## src/rtl/core/vru_pkg.sv

```systemverilog
package vru_pkg;

    localparam int DATA_W      = 32;
    localparam int ACC_W       = 64;
    localparam int TOTAL_W     = 24;
    localparam int OP_W        = 3;
    localparam int QUEUE_DEPTH = 4;
    localparam int QPTR_W      = $clog2(QUEUE_DEPTH);
    localparam int DIV_CNT_W   = $clog2(ACC_W);
    localparam int PROD_SHIFT  = 16;

    // Q16.16 limits as 32-bit words and sign-extended to ACC_W; then ACC limits
    localparam logic [DATA_W-1:0] Q32_MAX = 32'h7FFF_FFFF;
    localparam logic [DATA_W-1:0] Q32_MIN = 32'h8000_0000;
    localparam logic [ACC_W-1:0]  Q64_MAX = 64'h0000_0000_7FFF_FFFF;
    localparam logic [ACC_W-1:0]  Q64_MIN = 64'hFFFF_FFFF_8000_0000;
    localparam logic [ACC_W-1:0]  ACC_MAX = 64'h7FFF_FFFF_FFFF_FFFF;
    localparam logic [ACC_W-1:0]  ACC_MIN = 64'h8000_0000_0000_0000;

    typedef enum logic [OP_W-1:0] {
        OP_MAX  = 3'd0,
        OP_MIN  = 3'd1,
        OP_SUM  = 3'd2,
        OP_PROD = 3'd3,
        OP_MEAN = 3'd4
    } op_t;

    localparam logic [OP_W-1:0] OP_RESET = OP_SUM;

    // One classified element on its way from front to back
    typedef struct packed {
        logic signed [DATA_W-1:0] value;
        logic                     last;
        op_t                      op;
    } cmd_t;

endpackage

```

## src/rtl/core/vru_front.sv

```systemverilog
module vru_front (
    input  logic                          clk,
    input  logic                          rst_n,
    input  logic                          cfg_valid,
    output logic                          cfg_ready,
    input  logic [vru_pkg::OP_W-1:0]      cfg_data,
    input  logic                          in_valid,
    output logic                          in_ready,
    input  logic signed [vru_pkg::DATA_W-1:0] element_value,
    input  logic                          last_of_group,
    input  logic                          q_full,
    output logic                          q_push,
    output vru_pkg::cmd_t                 q_cmd
);
    import vru_pkg::*;

    logic [OP_W-1:0] op_raw_reg;
    op_t             op_class;

    assign cfg_ready = 1'b1;

    always_ff @(posedge clk or negedge rst_n)
    begin
        if (!rst_n)
        begin
            op_raw_reg <= OP_RESET;
        end
        else if (cfg_valid && cfg_ready)
        begin
            op_raw_reg <= cfg_data;
        end
    end

    // unused codes behave as sum
    always_comb
    begin
        case (op_raw_reg) inside
            OP_MAX, OP_MIN, OP_SUM, OP_PROD, OP_MEAN: op_class = op_t'(op_raw_reg);
            default:                                  op_class = OP_SUM;
        endcase
    end

    assign in_ready     = !q_full;
    assign q_push       = in_valid && in_ready;
    assign q_cmd.value  = element_value;
    assign q_cmd.last   = last_of_group;
    assign q_cmd.op     = op_class;

endmodule

```

## src/rtl/core/vru_queue.sv

```systemverilog
module vru_queue (
    input  logic          clk,
    input  logic          rst_n,
    input  logic          push,
    input  vru_pkg::cmd_t push_cmd,
    output logic          full,
    input  logic          pop,
    output logic          valid,
    output vru_pkg::cmd_t pop_cmd
);
    import vru_pkg::*;

    cmd_t              mem_reg [QUEUE_DEPTH];
    logic [QPTR_W-1:0] wr_ptr_reg;
    logic [QPTR_W-1:0] rd_ptr_reg;
    logic [QPTR_W:0]   fill_reg;
    logic [QPTR_W:0]   fill_next;

    assign valid   = (fill_reg != '0);
    assign full    = (fill_reg == (QPTR_W+1)'(QUEUE_DEPTH));
    assign pop_cmd = mem_reg[rd_ptr_reg];

    always_comb
    begin
        case ({push, pop})
            2'b10:   fill_next = fill_reg + 1'b1;
            2'b01:   fill_next = fill_reg - 1'b1;
            default: fill_next = fill_reg;
        endcase
    end

    always_ff @(posedge clk)
    begin
        if (push)
        begin
            mem_reg[wr_ptr_reg] <= push_cmd;
        end
    end

    always_ff @(posedge clk or negedge rst_n)
    begin
        if (!rst_n)
        begin
            wr_ptr_reg <= '0;
            rd_ptr_reg <= '0;
            fill_reg   <= '0;
        end
        else
        begin
            if (push)
            begin
                wr_ptr_reg <= wr_ptr_reg + 1'b1;
            end
            if (pop)
            begin
                rd_ptr_reg <= rd_ptr_reg + 1'b1;
            end
            fill_reg <= fill_next;
        end
    end

endmodule

```

## src/rtl/core/vru_back.sv

```systemverilog
module vru_back #(
    parameter int COUNT_BITS = 24
) (
    input  logic                              clk,
    input  logic                              rst_n,
    input  logic                              q_valid,
    input  vru_pkg::cmd_t                     q_cmd,
    output logic                              q_pop,
    output logic                              out_valid,
    input  logic                              out_ready,
    output logic signed [vru_pkg::DATA_W-1:0] reduced_value,
    output logic [vru_pkg::TOTAL_W-1:0]       element_total,
    output logic                              saturated
);
    import vru_pkg::*;

    typedef enum logic [2:0] {
        S_IDLE,
        S_MUL,
        S_DPREP,
        S_DIV,
        S_FIN
    } state_t;

    state_t                  state_reg, state_next;
    logic signed [ACC_W-1:0] acc_reg, acc_next;
    logic [COUNT_BITS-1:0]   count_reg, count_next;
    logic                    first_reg, first_next;
    logic                    clamp_reg, clamp_next;
    logic                    last_reg, last_next;
    logic signed [ACC_W-1:0] prod_reg, prod_next;
    logic                    pclamp_reg, pclamp_next;
    logic [ACC_W-1:0]        quo_reg, quo_next;
    logic [COUNT_BITS-1:0]   rem_reg, rem_next;
    logic [DIV_CNT_W-1:0]    dcnt_reg, dcnt_next;
    logic                    dneg_reg, dneg_next;
    logic                    out_valid_reg, out_valid_next;
    logic [DATA_W-1:0]       out_value_reg, out_value_next;
    logic [TOTAL_W-1:0]      out_total_reg, out_total_next;
    logic                    out_sat_reg, out_sat_next;

    logic signed [ACC_W-1:0]  x64;
    logic                     a_fits;
    logic [DATA_W-1:0]        a32;
    logic signed [ACC_W-1:0]  mul_full;
    logic [ACC_W:0]           sum65;
    logic                     sum_ovf;
    logic signed [ACC_W-1:0]  shifted;
    logic                     s_fits;
    logic [COUNT_BITS-1:0]    count_inc;
    logic [COUNT_BITS:0]      trial;
    logic [COUNT_BITS:0]      diff;
    logic                     ge;
    logic [ACC_W-1:0]         quo_step;
    logic                     f_fits;
    logic [DATA_W-1:0]        fval;
    logic                     close_mean;

    assign x64       = {{(ACC_W-DATA_W){q_cmd.value[DATA_W-1]}}, q_cmd.value};

    // product operand: accumulator clamped to Q16.16 first
    assign a_fits    = (&acc_reg[ACC_W-1:DATA_W-1]) || !(|acc_reg[ACC_W-1:DATA_W-1]);
    assign a32       = a_fits ? acc_reg[DATA_W-1:0] : (acc_reg[ACC_W-1] ? Q32_MIN : Q32_MAX);
    assign mul_full  = $signed(a32) * q_cmd.value;

    assign sum65     = {acc_reg[ACC_W-1], acc_reg} + {x64[ACC_W-1], x64};
    assign sum_ovf   = (sum65[ACC_W] != sum65[ACC_W-1]);

    // arithmetic shift is floor rounding
    assign shifted   = prod_reg >>> PROD_SHIFT;
    assign s_fits    = (&shifted[ACC_W-1:DATA_W-1]) || !(|shifted[ACC_W-1:DATA_W-1]);

    assign count_inc = (&count_reg) ? count_reg : count_reg + 1'b1;

    // restoring division, one quotient bit per cycle
    assign trial     = {rem_reg, quo_reg[ACC_W-1]};
    assign ge        = (trial >= {1'b0, count_reg});
    assign diff      = trial - {1'b0, count_reg};
    assign quo_step  = {quo_reg[ACC_W-2:0], ge};

    assign f_fits    = (&acc_reg[ACC_W-1:DATA_W-1]) || !(|acc_reg[ACC_W-1:DATA_W-1]);
    assign fval      = f_fits ? acc_reg[DATA_W-1:0] : (acc_reg[ACC_W-1] ? Q32_MIN : Q32_MAX);

    assign close_mean = (q_cmd.op == OP_MEAN);

    always_comb
    begin
        state_next     = state_reg;
        acc_next       = acc_reg;
        count_next     = count_reg;
        first_next     = first_reg;
        clamp_next     = clamp_reg;
        last_next      = last_reg;
        prod_next      = prod_reg;
        pclamp_next    = pclamp_reg;
        quo_next       = quo_reg;
        rem_next       = rem_reg;
        dcnt_next      = dcnt_reg;
        dneg_next      = dneg_reg;
        out_valid_next = out_valid_reg;
        out_value_next = out_value_reg;
        out_total_next = out_total_reg;
        out_sat_next   = out_sat_reg;
        q_pop          = 1'b0;

        if (out_valid_reg && out_ready)
        begin
            out_valid_next = 1'b0;
        end

        case (state_reg)
            S_IDLE:
            begin
                if (q_valid)
                begin
                    q_pop     = 1'b1;
                    last_next = q_cmd.last;
                    if (first_reg)
                    begin
                        acc_next   = x64;
                        count_next = COUNT_BITS'(1);
                        clamp_next = 1'b0;
                        first_next = 1'b0;
                        if (q_cmd.last)
                        begin
                            state_next = close_mean ? S_DPREP : S_FIN;
                        end
                    end
                    else
                    begin
                        count_next = count_inc;
                        case (q_cmd.op)
                            OP_MAX:
                            begin
                                if (x64 > acc_reg)
                                begin
                                    acc_next = x64;
                                end
                            end
                            OP_MIN:
                            begin
                                if (x64 < acc_reg)
                                begin
                                    acc_next = x64;
                                end
                            end
                            OP_PROD:
                            begin
                                prod_next   = mul_full;
                                pclamp_next = !a_fits;
                            end
                            default:
                            begin
                                if (sum_ovf)
                                begin
                                    acc_next   = sum65[ACC_W] ? ACC_MIN : ACC_MAX;
                                    clamp_next = 1'b1;
                                end
                                else
                                begin
                                    acc_next = sum65[ACC_W-1:0];
                                end
                            end
                        endcase
                        if (q_cmd.op == OP_PROD)
                        begin
                            state_next = S_MUL;
                        end
                        else if (q_cmd.last)
                        begin
                            state_next = close_mean ? S_DPREP : S_FIN;
                        end
                    end
                end
            end
            S_MUL:
            begin
                acc_next   = s_fits ? shifted : (shifted[ACC_W-1] ? Q64_MIN : Q64_MAX);
                clamp_next = clamp_reg || pclamp_reg || !s_fits;
                state_next = last_reg ? S_FIN : S_IDLE;
            end
            S_DPREP:
            begin
                dneg_next  = acc_reg[ACC_W-1];
                quo_next   = acc_reg[ACC_W-1] ? -acc_reg : acc_reg;
                rem_next   = '0;
                dcnt_next  = '0;
                state_next = S_DIV;
            end
            S_DIV:
            begin
                rem_next  = ge ? diff[COUNT_BITS-1:0] : trial[COUNT_BITS-1:0];
                quo_next  = quo_step;
                dcnt_next = dcnt_reg + 1'b1;
                if (&dcnt_reg)
                begin
                    acc_next   = dneg_reg ? -quo_step : quo_step;
                    state_next = S_FIN;
                end
            end
            S_FIN:
            begin
                if (!out_valid_reg || out_ready)
                begin
                    out_valid_next = 1'b1;
                    out_value_next = fval;
                    out_total_next = TOTAL_W'(count_reg);
                    out_sat_next   = clamp_reg || !f_fits;
                    acc_next       = '0;
                    count_next     = '0;
                    clamp_next     = 1'b0;
                    first_next     = 1'b1;
                    state_next     = S_IDLE;
                end
            end
            default:
            begin
                state_next = S_IDLE;
            end
        endcase
    end

    always_ff @(posedge clk or negedge rst_n)
    begin
        if (!rst_n)
        begin
            state_reg     <= S_IDLE;
            acc_reg       <= '0;
            count_reg     <= '0;
            first_reg     <= 1'b1;
            clamp_reg     <= 1'b0;
            last_reg      <= 1'b0;
            prod_reg      <= '0;
            pclamp_reg    <= 1'b0;
            quo_reg       <= '0;
            rem_reg       <= '0;
            dcnt_reg      <= '0;
            dneg_reg      <= 1'b0;
            out_valid_reg <= 1'b0;
            out_value_reg <= '0;
            out_total_reg <= '0;
            out_sat_reg   <= 1'b0;
        end
        else
        begin
            state_reg     <= state_next;
            acc_reg       <= acc_next;
            count_reg     <= count_next;
            first_reg     <= first_next;
            clamp_reg     <= clamp_next;
            last_reg      <= last_next;
            prod_reg      <= prod_next;
            pclamp_reg    <= pclamp_next;
            quo_reg       <= quo_next;
            rem_reg       <= rem_next;
            dcnt_reg      <= dcnt_next;
            dneg_reg      <= dneg_next;
            out_valid_reg <= out_valid_next;
            out_value_reg <= out_value_next;
            out_total_reg <= out_total_next;
            out_sat_reg   <= out_sat_next;
        end
    end

    assign out_valid     = out_valid_reg;
    assign reduced_value = out_value_reg;
    assign element_total = out_total_reg;
    assign saturated     = out_sat_reg;

endmodule

```

## src/rtl/core/vector_reduction_unit_top.sv

```systemverilog
// Streaming reduction of signed Q16.16 elements (max, min, sum, product or
// mean per group, chosen by the 3-bit operation register; codes 5..7 act as
// sum). Each transaction on the input channel carries one element and a
// last-of-group mark; each group yields one output transaction with the
// saturated result, the element count (low 24 bits) and a saturation flag.
// The front end accepts elements into a 4-entry queue whenever it has room,
// so input transactions keep flowing while the back end works or while a
// result waits in the output register. The back end retires one element per
// cycle for max, min, sum and mean; each product element after the first
// takes a registered 32x32 multiply, then shift and clamp. A closed group
// enters the output register once any older result is taken; a mean group
// first runs S_DPREP and the 64-step restoring divider (one quotient bit
// per cycle). Write the operation register only while the block is idle; it
// applies to every element accepted afterwards. COUNT_BITS sets the element
// counter width (8..32); the counter saturates at its maximum.
module vector_reduction_unit_top #(
    parameter int COUNT_BITS = 24
) (
    input  logic                              clk,
    input  logic                              rst_n,
    input  logic                              cfg_valid,
    output logic                              cfg_ready,
    input  logic [vru_pkg::OP_W-1:0]          cfg_data,
    input  logic                              in_valid,
    output logic                              in_ready,
    input  logic signed [vru_pkg::DATA_W-1:0] element_value,
    input  logic                              last_of_group,
    output logic                              out_valid,
    input  logic                              out_ready,
    output logic signed [vru_pkg::DATA_W-1:0] reduced_value,
    output logic [vru_pkg::TOTAL_W-1:0]       element_total,
    output logic                              saturated
);
    import vru_pkg::*;

    // front -> queue
    logic q_push;
    logic q_full;
    cmd_t push_cmd;

    // queue -> back
    logic q_pop;
    logic q_valid;
    cmd_t pop_cmd;

    // operation register, op classification and input handshake
    vru_front u_front (
        .clk           (clk),
        .rst_n         (rst_n),
        .cfg_valid     (cfg_valid),
        .cfg_ready     (cfg_ready),
        .cfg_data      (cfg_data),
        .in_valid      (in_valid),
        .in_ready      (in_ready),
        .element_value (element_value),
        .last_of_group (last_of_group),
        .q_full        (q_full),
        .q_push        (q_push),
        .q_cmd         (push_cmd)
    );

    // decouples input acceptance from back-end stalls
    vru_queue u_queue (
        .clk      (clk),
        .rst_n    (rst_n),
        .push     (q_push),
        .push_cmd (push_cmd),
        .full     (q_full),
        .pop      (q_pop),
        .valid    (q_valid),
        .pop_cmd  (pop_cmd)
    );

    // accumulator, multiplier, divider and output register
    vru_back #(
        .COUNT_BITS (COUNT_BITS)
    ) u_back (
        .clk           (clk),
        .rst_n         (rst_n),
        .q_valid       (q_valid),
        .q_cmd         (pop_cmd),
        .q_pop         (q_pop),
        .out_valid     (out_valid),
        .out_ready     (out_ready),
        .reduced_value (reduced_value),
        .element_total (element_total),
        .saturated     (saturated)
    );

endmodule

```

## config.mk

```make
export PLATFORM = sky130hd
export DESIGN_NAME = vector_reduction_unit_top
export DESIGN_NICKNAME = d
export VERILOG_FILES = /design/src/rtl/core/vru_pkg.sv /design/src/rtl/core/vru_front.sv /design/src/rtl/core/vru_queue.sv /design/src/rtl/core/vru_back.sv /design/src/rtl/core/vector_reduction_unit_top.sv
export SDC_FILE = /design/constraint.sdc
export NUM_CORES = 2
export LEC_CHECK = 0
export ABC_AREA = 1
export BUFFER_PORTS_ARGS = -buffer_cell sky130_fd_sc_hd__buf_4
export CORE_ASPECT_RATIO = 1.1
export CORE_MARGIN = 5
export CORE_UTILIZATION = 35
export CTS_CLUSTER_DIAMETER = 50
export CTS_CLUSTER_SIZE = 40
export DETAILED_ROUTE_END_ITERATION = 10
export PLACE_DENSITY = 0.6
export SLEW_MARGIN = 20
export SYNTH_ARGS = -nofsm -noshare
export SYNTH_HDL_FRONTEND = slang
export SYNTH_SLANG_ARGS = --single-unit
```

## constraint.sdc

```tcl
create_clock -name clk -period 8.15 [get_ports clk]
set_input_delay 0.4075 -clock clk [delete_from_list [all_inputs] [get_ports clk]]
set_output_delay 0.4075 -clock clk [all_outputs]
set_load 0.05 [all_outputs]
```

==> impl_metrics.sql <==
INSERT INTO impl_metrics (metric_group, metric, value, unit) VALUES
('synthesis', 'dominantRegCellSynth', 'sky130_fd_sc_hd__dfrtp_1', ''),
('job', 'max_cap_viol_count', '0', ''),
('outcome', 'violations', 'setup timing', ''),
('place', 'preCtsSetupSlack', '-752', 'ps'),
('cells_and_area', 'flip_flop_count_of_the_largest_register_after_layout', '144', ''),
('global_route', 'grt_antenna_before_repair', '12', ''),
('drt', 'drt_wl_total', '278', 'mm'),
('floorplan', 'row_count', '168', ''),
('setup_path', 'worst_path_largest_cell_delay', '650', 'ps'),
('place', 'place.gp.congestion', '1.00', ''),
('sta', 'max_slew.worst_pin.slew', '1120', 'ps'),
('synthesis', 'fraction_of_registers_with_async_set_or_reset_after_synthesis', '0.680', ''),
('cells_and_area', 'filler_cell_count', '19041', ''),
('sta', 'setup_viol_count_final', '9', ''),
('place', 'dp_cells', '11510', ''),
('sta', 'layout_setup_ws', '-58.3', 'ps'),
('setup_path', 'required', '8700', 'ps'),
('clocking', 'clockBufferDepth', '3', ''),
('synthesis', 'postSynthNetCount', '9937', ''),
('clocking', 'cts_htree_levels', '3', ''),
('drt', 'detail_route.first_pass.iterations', '8', ''),
('floorplan', 'start_util', '0.352', ''),
('cells_and_area', 'area_growth_syn_to_layout', '23.2', '%'),
('drt', 'route.detailed.vias_per_inst', '5.27', ''),
('synthesis', 'synthDominantAreaCellType', 'sky130_fd_sc_hd__fa_1', ''),
('floorplan', 'num_io_pins', '101', ''),
('synthesis', 'ys.warnings.count', '0', ''),
('clocking', 'tritoncts', 'yes', ''),
('sta', 'timing.max_slew.rel_slack', '0.251', ''),
('drt', 'drt_drc_violations_left', '0', ''),
('sta', 'achievable_freq', '122', 'MHz'),
('place', 'port_buffers', '99', ''),
('setup_path', 'critPathMostFrequentCell', 'sky130_fd_sc_hd__fa_1', ''),
('drt', 'avgRoutedWirePerCell', '23.6', 'µm'),
('place', 'place.detailed.hpwl', '222', 'mm'),
('sta', 'rsz0062_at_grt', 'true', ''),
('sta', 'count_of_pins_over_their_slew_limit', '0', ''),
('synthesis', 'synthDistinctLibCells', '74', ''),
('min_path', 'timing.hold.worst.class', 'input pin to register', ''),
('clocking', 'worst_setup_hold_path_clk_slew', '50', 'ps'),
('clocking', 'cts.sink_count', '450', ''),
('drt', 'drt_iter0_markers', '5519', ''),
('setup_path', 'critical_path_peak_fanout', '6', ''),
('clocking', 'clk-insertion-delay-late', '690', 'ps'),
('floorplan', 'die_h', '469', 'µm'),
('synthesis', 'postSynthCellCount', '8470', ''),
('setup_path', 'worst_path_max_delay_cell', 'sky130_fd_sc_hd__fa_2', ''),
('cells_and_area', 'finish.cell_count_without_fillers', '11766', ''),
('global_route', 'first_global_vias', '63942', ''),
('setup_path', 'critPathCaptureType', 'register', ''),
('global_route', 'grt_max_degree', '159', ''),
('sta', 'finalHoldWorstSlack', '48.2', 'ps'),
('global_route', 'global_route.overflow_total', '0', ''),
('floorplan', 'die_width', '427', 'µm'),
('drt', 'routed-via-count', '62033', ''),
('clocking', 'cts_made_buffers', '70', ''),
('global_route', 'grt_pass1_wl', '409', 'mm'),
('synthesis', 'ys_seq_elements', '450', ''),
('synthesis', 'synth.top_cells.by_area', 'sky130_fd_sc_hd__fa_1 (32%), sky130_fd_sc_hd__dfrtp_1 (11%), sky130_fd_sc_hd__nand2_1 (9.2%)', ''),
('setup_path', 'timing_worst_setup_path_type', 'register to register', ''),
('sta', 'finalHoldViolCount', '0', ''),
('sta', 'post-route-period-util', '1.01', ''),
('setup_path', 'arrival_time_of_data_at_the_critical_path_endpoint', '8760', 'ps'),
('setup_path', 'cp-start-kind', 'register', ''),
('sta', 'final.setup_skew', '37.7', 'ps'),
('cells_and_area', 'final_nets', '10618', ''),
('global_route', 'global_route.usage.total', '0.274', ''),
('synthesis', 'mappedNetlistArea', '0.0671', 'mm²'),
('floorplan', 'die_area', '0.201', 'mm²'),
('cells_and_area', 'area_of_the_multi_input_gates', '0.0499', 'mm²'),
('cells_and_area', 'seqCellArea', '0.0120', 'mm²'),
('floorplan', 'placeableCoreArea', '0.191', 'mm²'),
('synthesis', 'synth_top_area_frac', '0.324', ''),
('drt', 'ant_nets', '0', ''),
('synthesis', 'synth_seq_area_share', '0.179', ''),
('synthesis', 'synth_area_per_cell', '7.92', 'µm²'),
('clocking', 'root_buffer', 'sky130_fd_sc_hd__clkbuf_16', ''),
('cells_and_area', 'layout_cells_sized_above_1', '0.178', ''),
('synthesis', 'synth_edf_count', '144', ''),
('sta', 'finalCriticalPeriod', '8210', 'ps'),
('outcome', 'run_status', 'finished, violations left', '');
final cells by class:
class	count	area share
tap	2550	0.0386
clock inverter	50	0.00873
sequential	450	0.145
timing repair inverter	1	0.0000757
timing repair buffer	913	0.103
antenna	8	0.000242
multi-input combinational	6037	0.604
inverter	1678	0.0770
clock buffer	79	0.0227
logic make-up after synthesis:
logic type               Yosys count  synth area share
other                              1         0.0000559
buffers and inverters           1983             0.114
AO/OA/AOI/OAI                   1099            0.0951
AND/OR/NAND/NOR                 3354             0.204
adder cells (fa/ha/maj)         1426             0.387
flip-flops                       450             0.179
XOR/XNOR                         157            0.0205
cell usage after synthesis, types with 9 or more instances:
library cell	instances
sky130_fd_sc_hd__nand2_1	1638
sky130_fd_sc_hd__inv_1	1626
sky130_fd_sc_hd__nor2_1	1117
sky130_fd_sc_hd__fa_1	1085
sky130_fd_sc_hd__o21ai_0	400
sky130_fd_sc_hd__a21oi_1	394
sky130_fd_sc_hd__ha_1	341
sky130_fd_sc_hd__nand3_1	316
sky130_fd_sc_hd__dfrtp_1	304
sky130_fd_sc_hd__clkbuf_1	200
sky130_fd_sc_hd__edfxtp_1	144
sky130_fd_sc_hd__xor2_1	110
sky130_fd_sc_hd__nor3_1	88
sky130_fd_sc_hd__nand4_1	63
sky130_fd_sc_hd__buf_2	52
sky130_fd_sc_hd__a21oi_2	49
sky130_fd_sc_hd__o221ai_1	49
sky130_fd_sc_hd__xnor2_1	47
sky130_fd_sc_hd__nor4_1	41
sky130_fd_sc_hd__inv_2	36
sky130_fd_sc_hd__buf_1	30
sky130_fd_sc_hd__o211ai_1	30
sky130_fd_sc_hd__o21ai_1	28
sky130_fd_sc_hd__a31oi_1	23
sky130_fd_sc_hd__nand2_2	22
sky130_fd_sc_hd__o21bai_1	21
sky130_fd_sc_hd__o31ai_1	21
sky130_fd_sc_hd__clkinv_1	15
sky130_fd_sc_hd__o21a_1	14
sky130_fd_sc_hd__a32oi_1	13
sky130_fd_sc_hd__buf_6	13
sky130_fd_sc_hd__a21o_1	11
sky130_fd_sc_hd__nor2_2	11
sky130_fd_sc_hd__a32o_1	10
sky130_fd_sc_hd__buf_4	10
sky130_fd_sc_hd__or2_2	9
layer usage:
layer,wire length [µm],share of wire,GRT usage
met5,27,0.000097,0
met4,18300,0.066,0.145
met3,23600,0.085,0.0547
met2,126000,0.45,0.440
met1,110000,0.40,0.349
path summary, 6_finish.rpt:
check,startpoint,to,slack [ps],cells after the start
max,u_back.acc_reg[34]$_DFFE_PN0P_,u_back.prod_reg[58]$_DFFE_PN0P_,-60,34
min,out_ready,u_back.out_valid$_DFF_PN0_,50,4
max reg2reg,u_back.acc_reg[34]$_DFFE_PN0P_,u_back.prod_reg[58]$_DFFE_PN0P_,-60,34
min reg2reg,u_back.count_reg[23]$_DFFE_PN0P_,u_back.count_reg[23]$_DFFE_PN0P_,460,1
max in group asynchronous,rst_n,u_back.count_reg[4]$_DFFE_PN0P_,6460,3
min in group asynchronous,rst_n,u_queue.wr_ptr_reg[1]$_DFFE_PN0P_,270,2
stage by stage:
stage	util	area [µm²]	setup TNS (ps)
6_report	0.434	82700	-213
4_1_cts	0.423	80700	-963
2_1_floorplan	-	67100	0
3_3_place_gp	0.398	75900	-16290
5_1_grt	0.433	82600	-8140
3_5_place_dp	0.398	75900	-18970
layout by cell type (no fill, tap or decap), drive strengths merged, types with 23 or more instances in the layout:
cell         count
xor2           110
buf            873
nor2          1132
nand2         1661
a31oi           23
o211ai          30
fa            1085
inv           1679
dfrtp          304
nor3            98
nand3          319
o21ai          432
nor4            42
clkbuf          81
xnor2           47
dlygate4sd3     38
o221ai          49
clkinv          30
a21oi          444
nand4           64
ha             341
edfxtp         144
worst max-delay path, delay by kind of cell (launching register included):
family,cells,cell delay (ps)
flip-flops,1,370
buffers and inverters,8,1070
adder cells (fa/ha/maj),9,4560
AND/OR/NAND/NOR,11,1150
AO/OA/AOI/OAI,6,880
timing repair:
action	CTS	global route
endpoints found under the hold margin	184	0
pin swaps	81	184
setup endpoints to repair	43	45
resized for setup	373	401
cloned	6	2
buffers inserted	24	55
hold buffers	38	0
Power is not shown: default switching activity piles up to over one toggle a cycle in this logic, so the estimate is an artifact.
